$ cat src/hdl/hsd_pkg.sv
// ----------------------------------------------------------------------------
// hsd_pkg
// Shared types and constants for the H-bridge serial command decoder.
// ----------------------------------------------------------------------------
package hsd_pkg;

  // Parser phase within one command frame.
  typedef enum logic [1:0] {
    PH_LENGTH  = 2'd0,
    PH_COMMAND = 2'd1,
    PH_ARG     = 2'd2,
    PH_SPEED   = 2'd3
  } phase_t;

  // Motor selection decoded from the motor byte.
  typedef enum logic [1:0] {
    SEL_A    = 2'd0,
    SEL_B    = 2'd1,
    SEL_BOTH = 2'd2
  } sel_t;

  // Command codes.
  localparam logic [1:0] CMD_SPEED   = 2'd0;
  localparam logic [1:0] CMD_BRAKE   = 2'd1;
  localparam logic [1:0] CMD_COAST   = 2'd2;
  localparam logic [1:0] CMD_STANDBY = 2'd3;

  // Motor byte values with a meaning of their own.
  localparam logic [7:0] MOTOR_BYTE_A    = 8'd0;
  localparam logic [7:0] MOTOR_BYTE_BOTH = 8'd2;

  // Duty scaling.
  localparam logic [7:0] PWM_FLOOR_RESET = 8'd50;
  localparam logic [7:0] DUTY_FULL       = 8'd255;
  localparam logic [7:0] SPEED_MAX_MAG   = 8'd100;

  // Division by 100 is done as a multiply by ceil(2^22 / 100) and a shift.
  // The result is exact for every product below 43690, and the largest
  // product here is 100 * 255.
  localparam int             RecipShift = 22;
  localparam logic [15:0]    RECIP_100  = 16'd41944;
  localparam int             ScaleW     = 24;
  localparam logic [ScaleW-1:0] SCALE_RESET =
    ScaleW'((32'd255 - 32'd50) * 32'd41944);

  // Pins of one bridge.
  typedef struct packed {
    logic       in1;
    logic       in2;
    logic [7:0] duty;
  } bridge_t;

  // All registered driver pins.
  typedef struct packed {
    bridge_t a;
    bridge_t b;
    logic    stby;
  } pins_t;

  // Result of one received byte.
  typedef struct packed {
    pins_t pins;
    logic  done;
    logic  bad;
  } result_t;

endpackage

$ cat src/hdl/hsd_scale.sv
// ----------------------------------------------------------------------------
// hsd_scale
// Holds the PWM floor register and maps a signed speed byte to a duty value.
// ----------------------------------------------------------------------------
module hsd_scale (
  input  logic       clk,
  input  logic       rst,
  input  logic       cfg_we,
  input  logic [7:0] cfg_data,
  input  logic [7:0] speed_byte,
  output logic [7:0] speed_duty
);
  import hsd_pkg::*;

  logic [7:0]        pwm_floor;
  logic [ScaleW-1:0] scale;
  logic [7:0]        span;
  logic [7:0]        mag;
  logic              over;
  logic [30:0]       prod;
  logic [7:0]        quot;

  // The scale factor (255 - floor) * reciprocal is formed when the floor is
  // written, so the per-byte path holds a single multiply.
  assign span = DUTY_FULL - cfg_data;

  always_ff @(posedge clk) begin
    if (rst) begin
      pwm_floor <= PWM_FLOOR_RESET;
      scale     <= SCALE_RESET;
    end else if (cfg_we) begin
      pwm_floor <= cfg_data;
      scale     <= {16'd0, span} * {8'd0, RECIP_100};
    end
  end

  // Magnitude of the two's complement speed; -128 gives 128.
  assign mag  = speed_byte[7] ? 8'(~speed_byte + 8'd1) : speed_byte;
  assign over = (mag > SPEED_MAX_MAG);

  // Linear map from 0..100 onto floor..255, saturating above 100.
  assign prod = 31'(mag[6:0]) * 31'(scale);
  assign quot = prod[RecipShift+7:RecipShift];

  assign speed_duty = over ? DUTY_FULL : 8'(pwm_floor + quot);

endmodule

$ cat src/hdl/hsd_decoder.sv
// ----------------------------------------------------------------------------
// hsd_decoder
// Frame parser and registered bridge pins; steps once per received byte.
// ----------------------------------------------------------------------------
module hsd_decoder (
  input  logic             clk,
  input  logic             rst,
  input  logic             step,
  input  logic [7:0]       rx_byte,
  input  logic [7:0]       speed_duty,
  output hsd_pkg::result_t result
);
  import hsd_pkg::*;

  phase_t     phase, phase_next;
  logic [1:0] pending_cmd, pending_cmd_next;
  sel_t       pending_motor, pending_motor_next;
  pins_t      pins, pins_next;
  logic       done;
  logic       bad;
  sel_t       byte_sel;

  // Bridge levels that one command leaves on one motor.
  function automatic bridge_t drive(bridge_t cur, logic [1:0] cmd, logic [7:0] arg,
                                    logic [7:0] duty);
    bridge_t r;
    r = cur;
    if (cmd == CMD_SPEED) begin
      if (arg == 8'd0) begin
        r = '{in1: 1'b0, in2: 1'b0, duty: DUTY_FULL};
      end else if (arg[7]) begin
        r = '{in1: 1'b0, in2: 1'b1, duty: duty};
      end else begin
        r = '{in1: 1'b1, in2: 1'b0, duty: duty};
      end
    end else if (cmd == CMD_BRAKE) begin
      r.in1 = 1'b1;
      r.in2 = 1'b1;
    end else begin
      r = '{in1: 1'b0, in2: 1'b0, duty: DUTY_FULL};
    end
    return r;
  endfunction

  // Motor byte decode: zero is A, two is both, anything else is B.
  always_comb begin
    if (rx_byte == MOTOR_BYTE_A) begin
      byte_sel = SEL_A;
    end else if (rx_byte == MOTOR_BYTE_BOTH) begin
      byte_sel = SEL_BOTH;
    end else begin
      byte_sel = SEL_B;
    end
  end

  // Next state of the parser and the pins for the byte at hand.
  always_comb begin
    phase_next         = phase;
    pending_cmd_next   = pending_cmd;
    pending_motor_next = pending_motor;
    pins_next          = pins;
    done               = 1'b0;
    bad                = 1'b0;
    unique case (phase)
      PH_LENGTH: begin
        phase_next = PH_COMMAND;
      end
      PH_COMMAND: begin
        if (rx_byte > 8'(CMD_STANDBY)) begin
          done       = 1'b1;
          bad        = 1'b1;
          phase_next = PH_LENGTH;
        end else begin
          pending_cmd_next = rx_byte[1:0];
          phase_next       = PH_ARG;
        end
      end
      PH_ARG: begin
        if (pending_cmd == CMD_STANDBY) begin
          pins_next.stby = (rx_byte == 8'd0);
          done           = 1'b1;
          phase_next     = PH_LENGTH;
        end else if (pending_cmd == CMD_SPEED) begin
          pending_motor_next = byte_sel;
          phase_next         = PH_SPEED;
        end else begin
          if (byte_sel != SEL_B) begin
            pins_next.a = drive(pins.a, pending_cmd, 8'd0, speed_duty);
          end
          if (byte_sel != SEL_A) begin
            pins_next.b = drive(pins.b, pending_cmd, 8'd0, speed_duty);
          end
          done       = 1'b1;
          phase_next = PH_LENGTH;
        end
      end
      PH_SPEED: begin
        if (pending_motor != SEL_B) begin
          pins_next.a = drive(pins.a, CMD_SPEED, rx_byte, speed_duty);
        end
        if (pending_motor != SEL_A) begin
          pins_next.b = drive(pins.b, CMD_SPEED, rx_byte, speed_duty);
        end
        done       = 1'b1;
        phase_next = PH_LENGTH;
      end
      default: begin
        phase_next = PH_LENGTH;
      end
    endcase
  end

  // Parser and pin registers.
  always_ff @(posedge clk) begin
    if (rst) begin
      phase         <= PH_LENGTH;
      pending_cmd   <= CMD_SPEED;
      pending_motor <= SEL_A;
      pins          <= '0;
    end else if (step) begin
      phase         <= phase_next;
      pending_cmd   <= pending_cmd_next;
      pending_motor <= pending_motor_next;
      pins          <= pins_next;
    end
  end

  assign result = '{pins: pins_next, done: done, bad: bad};

  // A finished frame always hands the parser back to the length byte.
  a_done_to_length: assert property (@(posedge clk) disable iff (rst)
    step && done |=> phase == PH_LENGTH)
    else $error("parser did not return to the length phase after a frame");

  // An unknown command is always reported as a finished frame, and only in the command phase.
  a_bad_is_done: assert property (@(posedge clk) disable iff (rst)
    step && bad |-> done && (phase == PH_COMMAND))
    else $error("bad command flagged outside the command phase");

  // The speed phase is only reached for a speed command.
  a_speed_pending: assert property (@(posedge clk) disable iff (rst)
    phase == PH_SPEED |-> pending_cmd == CMD_SPEED)
    else $error("speed phase with a non-speed command pending");

  // Pins move only when a byte is processed.
  a_pins_hold: assert property (@(posedge clk) disable iff (rst)
    !step |=> $stable(pins))
    else $error("bridge pins changed without a byte");

endmodule

$ cat src/hdl/hbridge_serial_command_decoder_top.sv
// Path: a received byte passes the input register, then the result register.
// Throughput: one byte per cycle while the output is not stalled, set by the
// combinational parser and duty multiply between the two registers.
// Reset: synchronous; the parser waits for a length byte, all pins and duties
// are zero, the standby pin is low and the PWM floor returns to 50.
// ----------------------------------------------------------------------------
// hbridge_serial_command_decoder_top
// Serial command decoder driving two H-bridges and the driver standby pin.
// ----------------------------------------------------------------------------
module hbridge_serial_command_decoder_top (
  input  logic        clk,
  input  logic        rst,
  // Configuration: PWM floor register.
  input  logic        cfg_we,
  input  logic [7:0]  cfg_data,
  // Received bytes.
  input  logic        s_axis_tvalid,
  output logic        s_axis_tready,
  input  logic [7:0]  s_axis_tdata,   // [7:0] rx_byte
  // Pin updates, one per received byte.
  output logic        m_axis_tvalid,
  input  logic        m_axis_tready,
  output logic [23:0] m_axis_tdata,   // [0] a_in1, [1] a_in2, [9:2] a_duty,
                                      // [10] b_in1, [11] b_in2, [19:12] b_duty,
                                      // [20] stby_pin, [23:21] zero
  output logic        m_axis_tlast,   // frame_done
  output logic        m_axis_tuser    // bad_command
);
  import hsd_pkg::*;

  logic       in_valid;
  logic [7:0] in_byte;
  logic       out_valid;
  result_t    out_res;
  result_t    res;
  logic [7:0] speed_duty;
  logic       out_free;
  logic       step;

  // Pipeline control: the input register drains whenever the result
  // register is empty or being read.
  assign out_free      = !out_valid || m_axis_tready;
  assign step          = in_valid && out_free;
  assign s_axis_tready = !in_valid || out_free;

  // Input register.
  always_ff @(posedge clk) begin
    if (rst) begin
      in_valid <= 1'b0;
    end else if (s_axis_tvalid && s_axis_tready) begin
      in_valid <= 1'b1;
    end else if (step) begin
      in_valid <= 1'b0;
    end
  end

  always_ff @(posedge clk) begin
    if (s_axis_tvalid && s_axis_tready) begin
      in_byte <= s_axis_tdata;
    end
  end

  hsd_scale u_scale (
    .clk        (clk),
    .rst        (rst),
    .cfg_we     (cfg_we),
    .cfg_data   (cfg_data),
    .speed_byte (in_byte),
    .speed_duty (speed_duty)
  );

  hsd_decoder u_decoder (
    .clk        (clk),
    .rst        (rst),
    .step       (step),
    .rx_byte    (in_byte),
    .speed_duty (speed_duty),
    .result     (res)
  );

  // Result register.
  always_ff @(posedge clk) begin
    if (rst) begin
      out_valid <= 1'b0;
    end else if (step) begin
      out_valid <= 1'b1;
    end else if (m_axis_tready) begin
      out_valid <= 1'b0;
    end
  end

  always_ff @(posedge clk) begin
    if (step) begin
      out_res <= res;
    end
  end

  // Output transaction packing.
  assign m_axis_tvalid = out_valid;
  assign m_axis_tdata  = {3'b000, out_res.pins.stby,
                          out_res.pins.b.duty, out_res.pins.b.in2, out_res.pins.b.in1,
                          out_res.pins.a.duty, out_res.pins.a.in2, out_res.pins.a.in1};
  assign m_axis_tlast  = out_res.done;
  assign m_axis_tuser  = out_res.bad;

endmodule

$ cat config.mk
export PLATFORM = sky130hd
export DESIGN_NAME = hbridge_serial_command_decoder_top
export DESIGN_NICKNAME = d
export VERILOG_FILES = /design/src/hdl/hsd_pkg.sv /design/src/hdl/hsd_scale.sv /design/src/hdl/hsd_decoder.sv /design/src/hdl/hbridge_serial_command_decoder_top.sv
export SDC_FILE = /design/constraint.sdc
export NUM_CORES = 1
export LEC_CHECK = 0
export BUFFER_PORTS_ARGS = -buffer_cell sky130_fd_sc_hd__buf_2
export CORE_MARGIN = 3
export CORE_UTILIZATION = 50
export DETAILED_ROUTE_END_ITERATION = 10
export MAX_ROUTING_LAYER = met4
export PLACE_DENSITY = 0.67
export SLEW_MARGIN = 10
export SYNTH_ARGS = -nofsm -noshare
export SYNTH_HDL_FRONTEND = slang
export SYNTH_SLANG_ARGS = --single-unit
$ cat constraint.sdc
create_clock -name clk -period 9.4 [get_ports clk]
set_clock_uncertainty 0.15 [all_clocks]
set_input_delay 1.41 -clock clk [delete_from_list [all_inputs] [get_ports clk]]
set_output_delay 1.41 -clock clk [all_outputs]
set_load 0.02 [all_outputs]
==> results.txt, run 1 <==
----------------------------------------------------
[Run status]
  Run status ... finished clean

[Floorplan]
  Std-Cell Core Area ... 0.0189 mm²
  Floorplan die height ... 146 µm
  Total die area ... 0.0212 mm²
  Die width ... 146 µm
  Cell row count ... 50
  I/O pin cnt ... 49
  Effective utilization at floorplan ... 51.5%

[Logic synthesis]
  Fraction of the mapped netlist area in adder cells ... 38.0%
  Top_reg_cell synth ... dfxtp_1
  Combined area of all synthesized cells ... 0.00974 mm²
  Top cells by area in the synthesized netlist ... fa_1 24%, ha_1 14%, dfxtp_1 12%, edfxtp_1 9.6%, inv_1 6.1%
  Post-Synth XOR/XNOR Area ... 3.33%
  Count of state elements after synthesis ... 89
  Synthesized-area fraction occupied by ao, oa, aoi and oai cells ... 11.4%
  Sequential fraction of the synthesis area ... 21.5%
  Fraction of registers with async set or reset after synthesis ... 0%
  Count of different cell masters after synthesis ... 60
  Biggest area consumer among synthesized cells ... fa_1
  Cells after synthesis ... 1,048
  Share of Yosys cell area claimed by the top area cell type ... 24.3%
  EDFF count, synth ... 31
  Dominant combinational cell family by area after synthesis ... adder cells
  Share of synthesized area spent on multiplexers ... 1.34%
  Area share of and/or/nand/nor cells after synthesis ... 16.5%
  Mean instance size in the synthesized netlist ... 9.29 µm²
  Count of synthesis-stage warnings from yosys ... 0

[Timing]
  Ratio of final minimum period to clock period ... 86.7%
  Count of pins over their slew limit ... 0
  Final worst slack ... 1.25 ns
  Final Hold Violating Endpoints ... 0
  F_max ... 0.123 GHz
  Worst-margin pin slew ... 1.15 ns
  RSZ-0062 raised after global routing ... false
  Fin Setup TNS ... 0 ns
  Final critical path time including I/O delays and setup ... 8.15 ns
  Count of final setup violators ... 0
  Relative slew slack ... 23.3%

[Critical path]
  Critical path class ... register to register
  Slowest CP cell ... or4_4
  Kind of end point of the critical path ... register
  Startpoint type of the worst setup path ... register
  Worst path max stage delay ... 0.61 ns
  Cell mode on critical path ... fa_1
  Arrival time at the worst endpoint ... 8.08 ns
  CP delay by family, top ... adder cells
  Worst EP required ... 9.33 ns
  Highest net fanout along the worst path ... 14
  WP buf/inv ... 3

[Detailed routing]
  Final routed wire length divided by cell count ... 15.6 µm
  DRC marker count from the first detailed-route iteration ... 389
  Number of optimization iterations in the first detailed-route pass ... 5
  Number of remaining DRC errors ... 0
  Metal-1 WL ... 10,300 µm
  Routed length on met2 ... 9390 µm
  Routed vias ... 7,127
  Detailed Route WL ... 20,900 µm
  Vias per cell ... 5.31
  Highest signal layer in the routed design ... met4
  Met3 routed WL ... 899 µm
  Post-DRT Antenna Nets ... 0

[Finish]
  Share of post-route cells with drive strength above 1 ... 7.40%
  Number of inserted filler cells in the final layout ... 1,761
  Commonest non-fill, non-tap cell in the layout ... inv_1
  Area used by multi-input combinational logic ... 0.00690 mm²
  Most frequent cells in the layout ... 157 x inv_1, 118 x fa_1, 107 x ha_1
  Net count reported at finish ... 1,322
  Sequential Area ... 0.00209 mm²
  Antenna diode count ... 0
  Area growth, synth to finish ... 7.97%

[Worst hold path]
  Path class of the lowest-slack min-delay path ... register to register

[Global routing]
  Wire length of the first global-routing pass ... 36,400 µm
  GRT overflow ... 0
  GRT Resource Usage Total ... 21.4%
  Initial antenna violation count ... 0
  Vias in the first global route ... 7,283
  Maximum number of pins on one net before global-route repair ... 63

[Clock tree]
  TritonCTS clock tree ... built
  Cells resized by post-CTS repair ... 0
  Clock transition at the registers of the reported paths ... 0.07 ns
  Buffer levels on the longest clock path ... 2
  Post-CTS Setup Repair Bufs ... 0
  TritonCTS Buffers ... 9
  Total of hold buffers inserted after clock tree synthesis ... 0
  Root buffer cell ... clkbuf_16
  Clock latency at the later pin of the worst-skew pair ... 0.36 ns
  Sink Count ... 89
  H-tree Lvls ... 3

[Place]
  Weighted congestion reported at the end of routability-driven placement ... 0.819
  Buffers on Ports ... 45
  HPWL after detailed placement ... 16,200 µm
  Dpl ws ... 1.26 ns

[Run]
  Reported max-cap violation count ... 0

----------------------------------------------------
-- per-stage QoR --
step	hold slack [ns]	area, µm²	utilization [%]	std cells
2_1_floorplan	0.287	9750	-	1050
3_3_place_gp	0.297	10200	53.9	1325
3_5_place_dp	0.303	10200	53.9	1325
4_1_cts	0.313	10500	55.6	1341
5_1_grt	0.343	10500	55.7	1341
6_report	0.312	10500	55.7	1341
-- worst paths after layout --
kind,start,end,slack [ns],cells after the start
worst max register to register,in_byte[2]$_DFFE_PP_,m_axis_tdata[9]$_DFFE_PP_,1.25,28
worst max-delay path,in_byte[2]$_DFFE_PP_,m_axis_tdata[9]$_DFFE_PP_,1.25,28
worst min-delay path,u_decoder.pins[0]$_SDFFE_PP0P_,u_decoder.pins[0]$_SDFFE_PP0P_,0.31,2
worst min register to register,u_decoder.pins[0]$_SDFFE_PP0P_,u_decoder.pins[0]$_SDFFE_PP0P_,0.31,2
-- final cells by class --
class,count,area share (%)
Multi-Input combinational cell,764,65.6
Clock buffer,10,2.38
Inverter,158,5.64
Timing Repair Buffer,54,2.78
Tap cell,260,3.09
Clock inverter,6,0.619
Sequential cell,89,19.9
-- routing by layer --
metal	global-route usage [%]	up-vias
met2	32.6	138
met1	30.7	3492
li1	-	3474
met5	-	-
met3	2.74	23
met4	4.84	0
-- synthesized netlist by cell type, types with 24 or more instances --
cell type and count:
dfxtp_1 58, a21oi_1 59, inv_1 157, xnor2_1 24, clkbuf_1 30, o21ai_0 26
and2_1 78, edfxtp_1 31, nand2_1 85, ha_1 107, nor2b_1 26, fa_1 118
nor2_1 72
-- logic make-up (layout without fill, tap and decap cells) --
logic type,Yosys count,in the layout
xor+xnor,37,37
buf+inv,197,228
flops,89,89
other cells,1,3
mux,13,13
compound gates,171,171
simple gates,315,315
fa+ha+maj,225,225
-- state kept, by name, indices dropped and copies added (netlist names) --
register / count
m_axis_tdata: 21
u_decoder.pins: 21
u_scale.scale: 21
in_byte: 8
u_scale.pwm_floor: 8
u_decoder.pending_cmd: 2
u_decoder.pending_motor: 2
u_decoder.phase: 2
in_valid: 1
m_axis_tlast: 1
m_axis_tuser: 1
m_axis_tvalid: 1
-- worst reg2reg max path: cells and delay by family, from the launching register on --
family,cells,cell delay (ns)
buf+inv,3,0.39
flops,1,0.46
xor+xnor,4,1.29
simple gates,5,1.35
compound gates,10,1.72
fa+ha+maj,6,2.51
Power of run 1 is not shown: default switching activity piles up to over one toggle a cycle in this logic, so the estimate is an artifact.
==> run 2, diff against run 1 <==
--- a/config.mk
+++ b/config.mk
@@ -9,6 +9,7 @@
 export CORE_MARGIN = 3
 export CORE_UTILIZATION = 50
 export DETAILED_ROUTE_END_ITERATION = 10
+export HOLD_SLACK_MARGIN = 0.05
 export MAX_ROUTING_LAYER = met4
 export PLACE_DENSITY = 0.67
 export SLEW_MARGIN = 10
==> constraint.sdc (replaced) <==
create_clock -name clk -period 8.3 [get_ports clk]
set_clock_uncertainty 0.15 [all_clocks]
set_input_delay 1.245 -clock clk [delete_from_list [all_inputs] [get_ports clk]]
set_output_delay 1.245 -clock clk [all_outputs]
set_load 0.02 [all_outputs]
==> run 2 against run 1 <==
  * Core utilization increased by 0.18 points
  * Die area unchanged
  * Count of clock-buffer cells in the layout decreased by 1
  * Worst hold slack about the same
  * Sequential share of layout area decreased by 0.064 points
  * Non-clock buffer count increased by 4
  * Maximum frequency increased by 5.5%
==> results.txt, run 2 (synthesis gave the netlist of run 1 again) <==
----------------------------------------------------
[Clock tree]
  TritonCTS clock tree ... built
  Root buffer cell ... clkbuf_16
  Sink Count ... 89 (unchanged)
  Total of hold buffers inserted after clock tree synthesis ... 0 (unchanged)
  Clock transition at the registers of the reported paths ... 0.07 ns (about the same)
  TritonCTS Buffers ... 9 (unchanged)
  Post-CTS Setup Repair Bufs ... 0 (unchanged)
  Buffer levels on the longest clock path ... 2 (unchanged)
  H-tree Lvls ... 3 (unchanged)
  Clock latency at the later pin of the worst-skew pair ... 0.36 ns (about the same)
  Cells resized by post-CTS repair ... 0 (unchanged)

[Detailed routing]
  Routed vias ... 7,099 (-0.39%)
  DRC marker count from the first detailed-route iteration ... 358 (-8.0%)
  Final routed wire length divided by cell count ... 15.2 µm (-2.5%)
  Number of optimization iterations in the first detailed-route pass ... 5 (unchanged)
  Met3 routed WL ... 836 µm (-7.0%)
  Detailed Route WL ... 20,400 µm (-2.2%)
  Metal-1 WL ... 9930 µm (-3.5%)
  Routed length on met2 ... 9340 µm (-0.47%)
  Highest signal layer in the routed design ... met4
  Number of remaining DRC errors ... 0 (unchanged)
  Post-DRT Antenna Nets ... 0 (unchanged)
  Vias per cell ... 5.28 (-0.69%)

[Critical path]
  Arrival time at the worst endpoint ... 7.66 ns (-0.42 ns)
  Startpoint type of the worst setup path ... register
  Highest net fanout along the worst path ... 21 (+7)
  Critical path class ... register to register
  Cell mode on critical path ... fa_1
  Slowest CP cell ... or4_4
  Worst path max stage delay ... 0.61 ns (about the same)
  Worst EP required ... 8.24 ns (-1.09 ns)
  Kind of end point of the critical path ... register

[Global routing]
  Initial antenna violation count ... 0 (unchanged)
  GRT overflow ... 0 (unchanged)
  GRT Resource Usage Total ... 21.3% (-0.086 points)
  Wire length of the first global-routing pass ... 36,300 µm (-0.17%)
  Maximum number of pins on one net before global-route repair ... 63 (unchanged)
  Vias in the first global route ... 7,349 (+0.91%)

[Timing]
  Relative slew slack ... 19.2% (-4.0 points)
  RSZ-0062 raised after global routing ... false
  Fin Setup TNS ... 0 ns (unchanged)
  Ratio of final minimum period to clock period ... 93.0% (+6.4 points)
  F_max ... 0.130 GHz (+5.5%)
  Final critical path time including I/O delays and setup ... 7.72 ns (-0.424 ns)
  Final Hold Violating Endpoints ... 0 (unchanged)
  Count of pins over their slew limit ... 0 (unchanged)
  Worst-margin pin slew ... 1.20 ns (+0.0503 ns)
  Count of final setup violators ... 0 (unchanged)

[Floorplan]
  Effective utilization at floorplan ... 51.5% (unchanged)
  Floorplan die height ... 146 µm (unchanged)
  Std-Cell Core Area ... 0.0189 mm² (unchanged)
  Die width ... 146 µm (unchanged)
  I/O pin cnt ... 49 (unchanged)
  Cell row count ... 50 (unchanged)
  Total die area ... 0.0212 mm² (unchanged)

[Finish]
  Number of inserted filler cells in the final layout ... 1,741 (-1.1%)
  Final cell area excluding filler cells ... 0.0105 mm² (+0.32%)
  Most frequent cells in the layout ... 157 x inv_1, 118 x fa_1, 107 x ha_1
  Sequential Area ... 0.00209 mm² (unchanged)
  Commonest non-fill, non-tap cell in the layout ... inv_1
  Antenna diode count ... 0 (unchanged)
  Area growth, synth to finish ... 8.31%
  Share of post-route cells with drive strength above 1 ... 7.65% (+0.25 points)
  Area used by multi-input combinational logic ... 0.00689 mm² (-0.11%)
  Net count reported at finish ... 1,326 (+0.30%)

[Place]
  Weighted congestion reported at the end of routability-driven placement ... 0.840 (+2.6%)
  Total placed instance area ... 0.0102 mm² (+0.22%)
  HPWL after detailed placement ... 16,000 µm (-0.80%)
  Buffers on Ports ... 45 (unchanged)

[Worst hold path]
  Path class of the lowest-slack min-delay path ... register to register

[Run status]
  Run status ... finished clean

[Run]
  Reported max-cap violation count ... 0 (unchanged)

----------------------------------------------------
## run 2: cell type report
cell class,instances,area share (%)
clock buffer,9,2.13
clock inverter,7,0.961
inverter,158,5.62
multi-input combinational,764,65.3
sequential,89,19.8
tap,260,3.08
timing repair buffer,58,3.06
## run 2: worst max-delay path: cells and delay by family (launching register included)
family | cells | cell delay, ns
flops | 1 | 0.45
buf+inv | 4 | 0.47
xor+xnor | 4 | 0.78
simple gates | 7 | 1.40
fa+ha+maj | 6 | 2.67
compound gates | 8 | 1.49
## run 2: metal layers
| metal | track usage [%] | up-vias |
|---|---|---|
| met3 | 3.46 | 26 |
| met2 | 32.9 | 144 |
| met1 | 29.6 | 3445 |
| met5 | - | - |
| met4 | 5.18 | 0 |
| li1 | - | 3484 |
## run 2: metrics by stage
stage	utilization, %	std cells	hold WS (ns)	setup WS, ns
after floorplan	-	1050	0.287	1.03
after global placement	54.1	1328	0.297	0.633
after detailed placement	54.1	1328	0.303	0.558
after CTS	55.8	1344	0.313	0.539
after global routing	55.8	1345	0.338	0.0533
final	55.8	1345	0.312	0.578
## run 2: path summary, 6_finish.rpt
| kind | start | to | slack, ns | depth (start not counted) |
|---|---|---|---|---|
| max | in_byte[2]$_DFFE_PP_ | m_axis_tdata[9]$_DFFE_PP_ | 0.58 | 29 |
| min | u_decoder.pins[0]$_SDFFE_PP0P_ | u_decoder.pins[0]$_SDFFE_PP0P_ | 0.31 | 2 |
| max reg2reg | in_byte[2]$_DFFE_PP_ | m_axis_tdata[9]$_DFFE_PP_ | 0.58 | 29 |
| min reg2reg | u_decoder.pins[0]$_SDFFE_PP0P_ | u_decoder.pins[0]$_SDFFE_PP0P_ | 0.31 | 2 |
Power of run 2 is left out for the same reason.
==> run 3, diff against run 2 <==
--- a/config.mk
+++ b/config.mk
@@ -7,11 +7,10 @@
 export LEC_CHECK = 0
 export BUFFER_PORTS_ARGS = -buffer_cell sky130_fd_sc_hd__buf_2
 export CORE_MARGIN = 3
-export CORE_UTILIZATION = 50
+export CORE_UTILIZATION = 35
 export DETAILED_ROUTE_END_ITERATION = 10
 export HOLD_SLACK_MARGIN = 0.05
 export MAX_ROUTING_LAYER = met4
-export PLACE_DENSITY = 0.67
 export SLEW_MARGIN = 10
 export SYNTH_ARGS = -nofsm -noshare
 export SYNTH_HDL_FRONTEND = slang
==> run 3 against run 2 <==
  * Routed wire length increased by 2.0%
  * Maximum frequency decreased by 1.2%
  * Count of clock-buffer cells in the layout increased by 2
  * Critical path depth unchanged
  * First-iteration DRC count increased by 8.7%
  * Non-clock buffer count decreased by 2
  * Critical path type unchanged
==> results.txt, run 3 (synthesis gave the netlist of run 1 again) <==
----------------------------------------------------
[Run status]
  Run status ... finished clean

[Clock tree]
  TritonCTS clock tree ... built
  Buffer levels on the longest clock path ... 2 (unchanged)
  H-tree Lvls ... 3 (unchanged)
  Clock latency at the later pin of the worst-skew pair ... 0.35 ns (about the same)
  TritonCTS Buffers ... 9 (unchanged)
  Total of hold buffers inserted after clock tree synthesis ... 0 (unchanged)
  Sink Count ... 89 (unchanged)
  Root buffer cell ... clkbuf_16
  Clock transition at the registers of the reported paths ... 0.07 ns (about the same)

[Detailed routing]
  Vias per cell ... 4.81 (-9.0%)
  Final routed wire length divided by cell count ... 14.3 µm (-5.7%)
  Number of optimization iterations in the first detailed-route pass ... 5 (unchanged)
  Detailed Route WL ... 20,800 µm (+2.0%)
  Number of remaining DRC errors ... 0 (unchanged)
  Routed vias ... 6,992 (-1.5%)
  DRC marker count from the first detailed-route iteration ... 389 (+8.7%)
  Post-DRT Antenna Nets ... 0 (unchanged)

[Finish]
  Commonest non-fill, non-tap cell in the layout ... inv_1
  Most frequent cells in the layout ... 157 x inv_1, 118 x fa_1, 107 x ha_1
  Share of post-route cells with drive strength above 1 ... 7.30% (-0.35 points)
  Area growth, synth to finish ... 9.49%
  Util after Layout ... 39.2% (-17 points)
  Net count reported at finish ... 1,324 (-0.15%)

[Global routing]
  Wire length of the first global-routing pass ... 36,000 µm (-1.0%)
  Initial antenna violation count ... 0 (unchanged)
  GRT Resource Usage Total ... 14.9% (-6.4 points)
  Maximum number of pins on one net before global-route repair ... 63 (unchanged)
  Met2 Usage GRT ... 23.1% (-9.8 points)
  Met1 Use GR ... 20.7% (-8.9 points)
  Vias in the first global route ... 7,111 (-3.2%)
  Busiest layer in global routing ... met2
  GRT met3 Usage ... 2.48% (-0.98 points)
  GRT overflow ... 0 (unchanged)

[Worst hold path]
  Path class of the lowest-slack min-delay path ... register to register
  Number of cells on the worst hold path ... 2 (unchanged)

[Floorplan]
  Total die area ... 0.0299 mm² (+41%)
  I/O pin cnt ... 49 (unchanged)
  Floorplan die height ... 173 µm (+19%)
  Std-Cell Core Area ... 0.0272 mm² (+44%)
  Effective utilization at floorplan ... 35.8% (-16 points)
  Die width ... 173 µm (+19%)
  Cell row count ... 60 (+20%)

[Critical path]
  Kind of end point of the critical path ... register
  Slowest CP cell ... or4_4
  Arrival time at the worst endpoint ... 7.74 ns (+0.08 ns)
  Startpoint type of the worst setup path ... register
  Highest net fanout along the worst path ... 21 (unchanged)
  Cell mode on critical path ... fa_1
  Worst path max stage delay ... 0.61 ns (about the same)
  Critical path class ... register to register
  Worst EP required ... 8.23 ns (about the same)
  Worst reg-to-reg path cell count ... 29 (unchanged)

[Timing]
  Count of pins over their slew limit ... 0 (unchanged)
  Count of final setup violators ... 0 (unchanged)
  Hold_ws ... 0.316 ns (+0.00404 ns)
  Fin Setup TNS ... 0 ns (unchanged)
  Ratio of final minimum period to clock period ... 94.2% (+1.1 points)
  Relative slew slack ... 24.0% (+4.7 points)
  Final worst slack ... 0.485 ns (-0.0937 ns)
  Final Hold Violating Endpoints ... 0 (unchanged)
  Final critical path time including I/O delays and setup ... 7.82 ns (+0.0937 ns)
  RSZ-0062 raised after global routing ... false
  F_max ... 0.128 GHz (-1.2%)
  Worst-margin pin slew ... 1.13 ns (-0.0706 ns)

[Power]
  Maximum vdd ir drop ... 0.347 mV
  Gate power share ... 78.1%
  Share of total power in the clock network ... 9.5%
  Leakage power total ... 0.00501 µW
  Total power consumption of the routed design ... 4520 µW
  Share of total power in sequential cells ... 12.5%
  Net switching power ... 2260 µW
  Pwr per Cell Area ... 424 mW/mm²
  Internal power of the cells ... 2260 µW
  Switch share ... 50.1%

[Place]
  Buffers on Ports ... 45 (unchanged)
  HPWL after detailed placement ... 16,300 µm (+1.7%)
  Weighted congestion reported at the end of routability-driven placement ... 0.861 (+2.5%)
  Dpl ws ... 0.514 ns (-0.0437 ns)

[Run]
  Reported max-cap violation count ... 0 (unchanged)

----------------------------------------------------
run 3: worst paths after layout:
kind	from	end	slack (ns)
setup / recovery	in_byte[2]$_DFFE_PP_	m_axis_tdata[9]$_DFFE_PP_	0.48
hold / removal	u_decoder.pins[10]$_SDFFE_PP0P_	u_decoder.pins[10]$_SDFFE_PP0P_	0.32
setup reg to reg	in_byte[2]$_DFFE_PP_	m_axis_tdata[9]$_DFFE_PP_	0.48
hold reg to reg	u_decoder.pins[10]$_SDFFE_PP0P_	u_decoder.pins[10]$_SDFFE_PP0P_	0.32
run 3: timing repair:
item                                    in CTS  in global routing
buffers inserted                             0                  0
endpoints found under the setup margin       0                  1
resized for setup                            0                  1
run 3: power groups by stage:
stage | clock network, µW | logic, µW | registers (µW)
3_3_place_gp | 0 | 3490 | 572
5_1_grt | 461 | 4190 | 571
2_1_floorplan | 0 | 2860 | 533
3_5_place_dp | 0 | 3560 | 572
4_1_cts | 440 | 3590 | 563
6_report | 429 | 3530 | 563
run 3: layout make-up:
type,count,area (µm²)
Antenna cell,1,2.50
Clock buffer,11,264
Clock inverter,4,50.0
Fill cell,2783,16500
Inverter,158,593
Multi-Input combinational cell,764,6890
Sequential cell,89,2090
Tap cell,372,465
Timing Repair Buffer,56,308
run 3: worst max-delay path: cells and delay by family, from the launching register on:
family          cells  cell delay [ns]
simple gates        6             1.48
buf+inv             3             0.31
flops               1             0.46
xor+xnor            4             0.78
compound gates     10             1.72
fa+ha+maj           6             2.63
run 3: per-layer routing:
layer	vias up	part of all wire, %
met1	3390	51
li1	3473	-
met3	15	3.4
met4	0	0.86
met5	-	0
met2	114	45
run 3: per-stage QoR:
stage	std cells	cell area, µm²
after floorplan	1050	9750
after global placement	1439	10300
after detailed placement	1439	10300
after CTS	1454	10700
after global routing	1454	10700
final	1455	10700
Power figures use the tool's default switching activity.
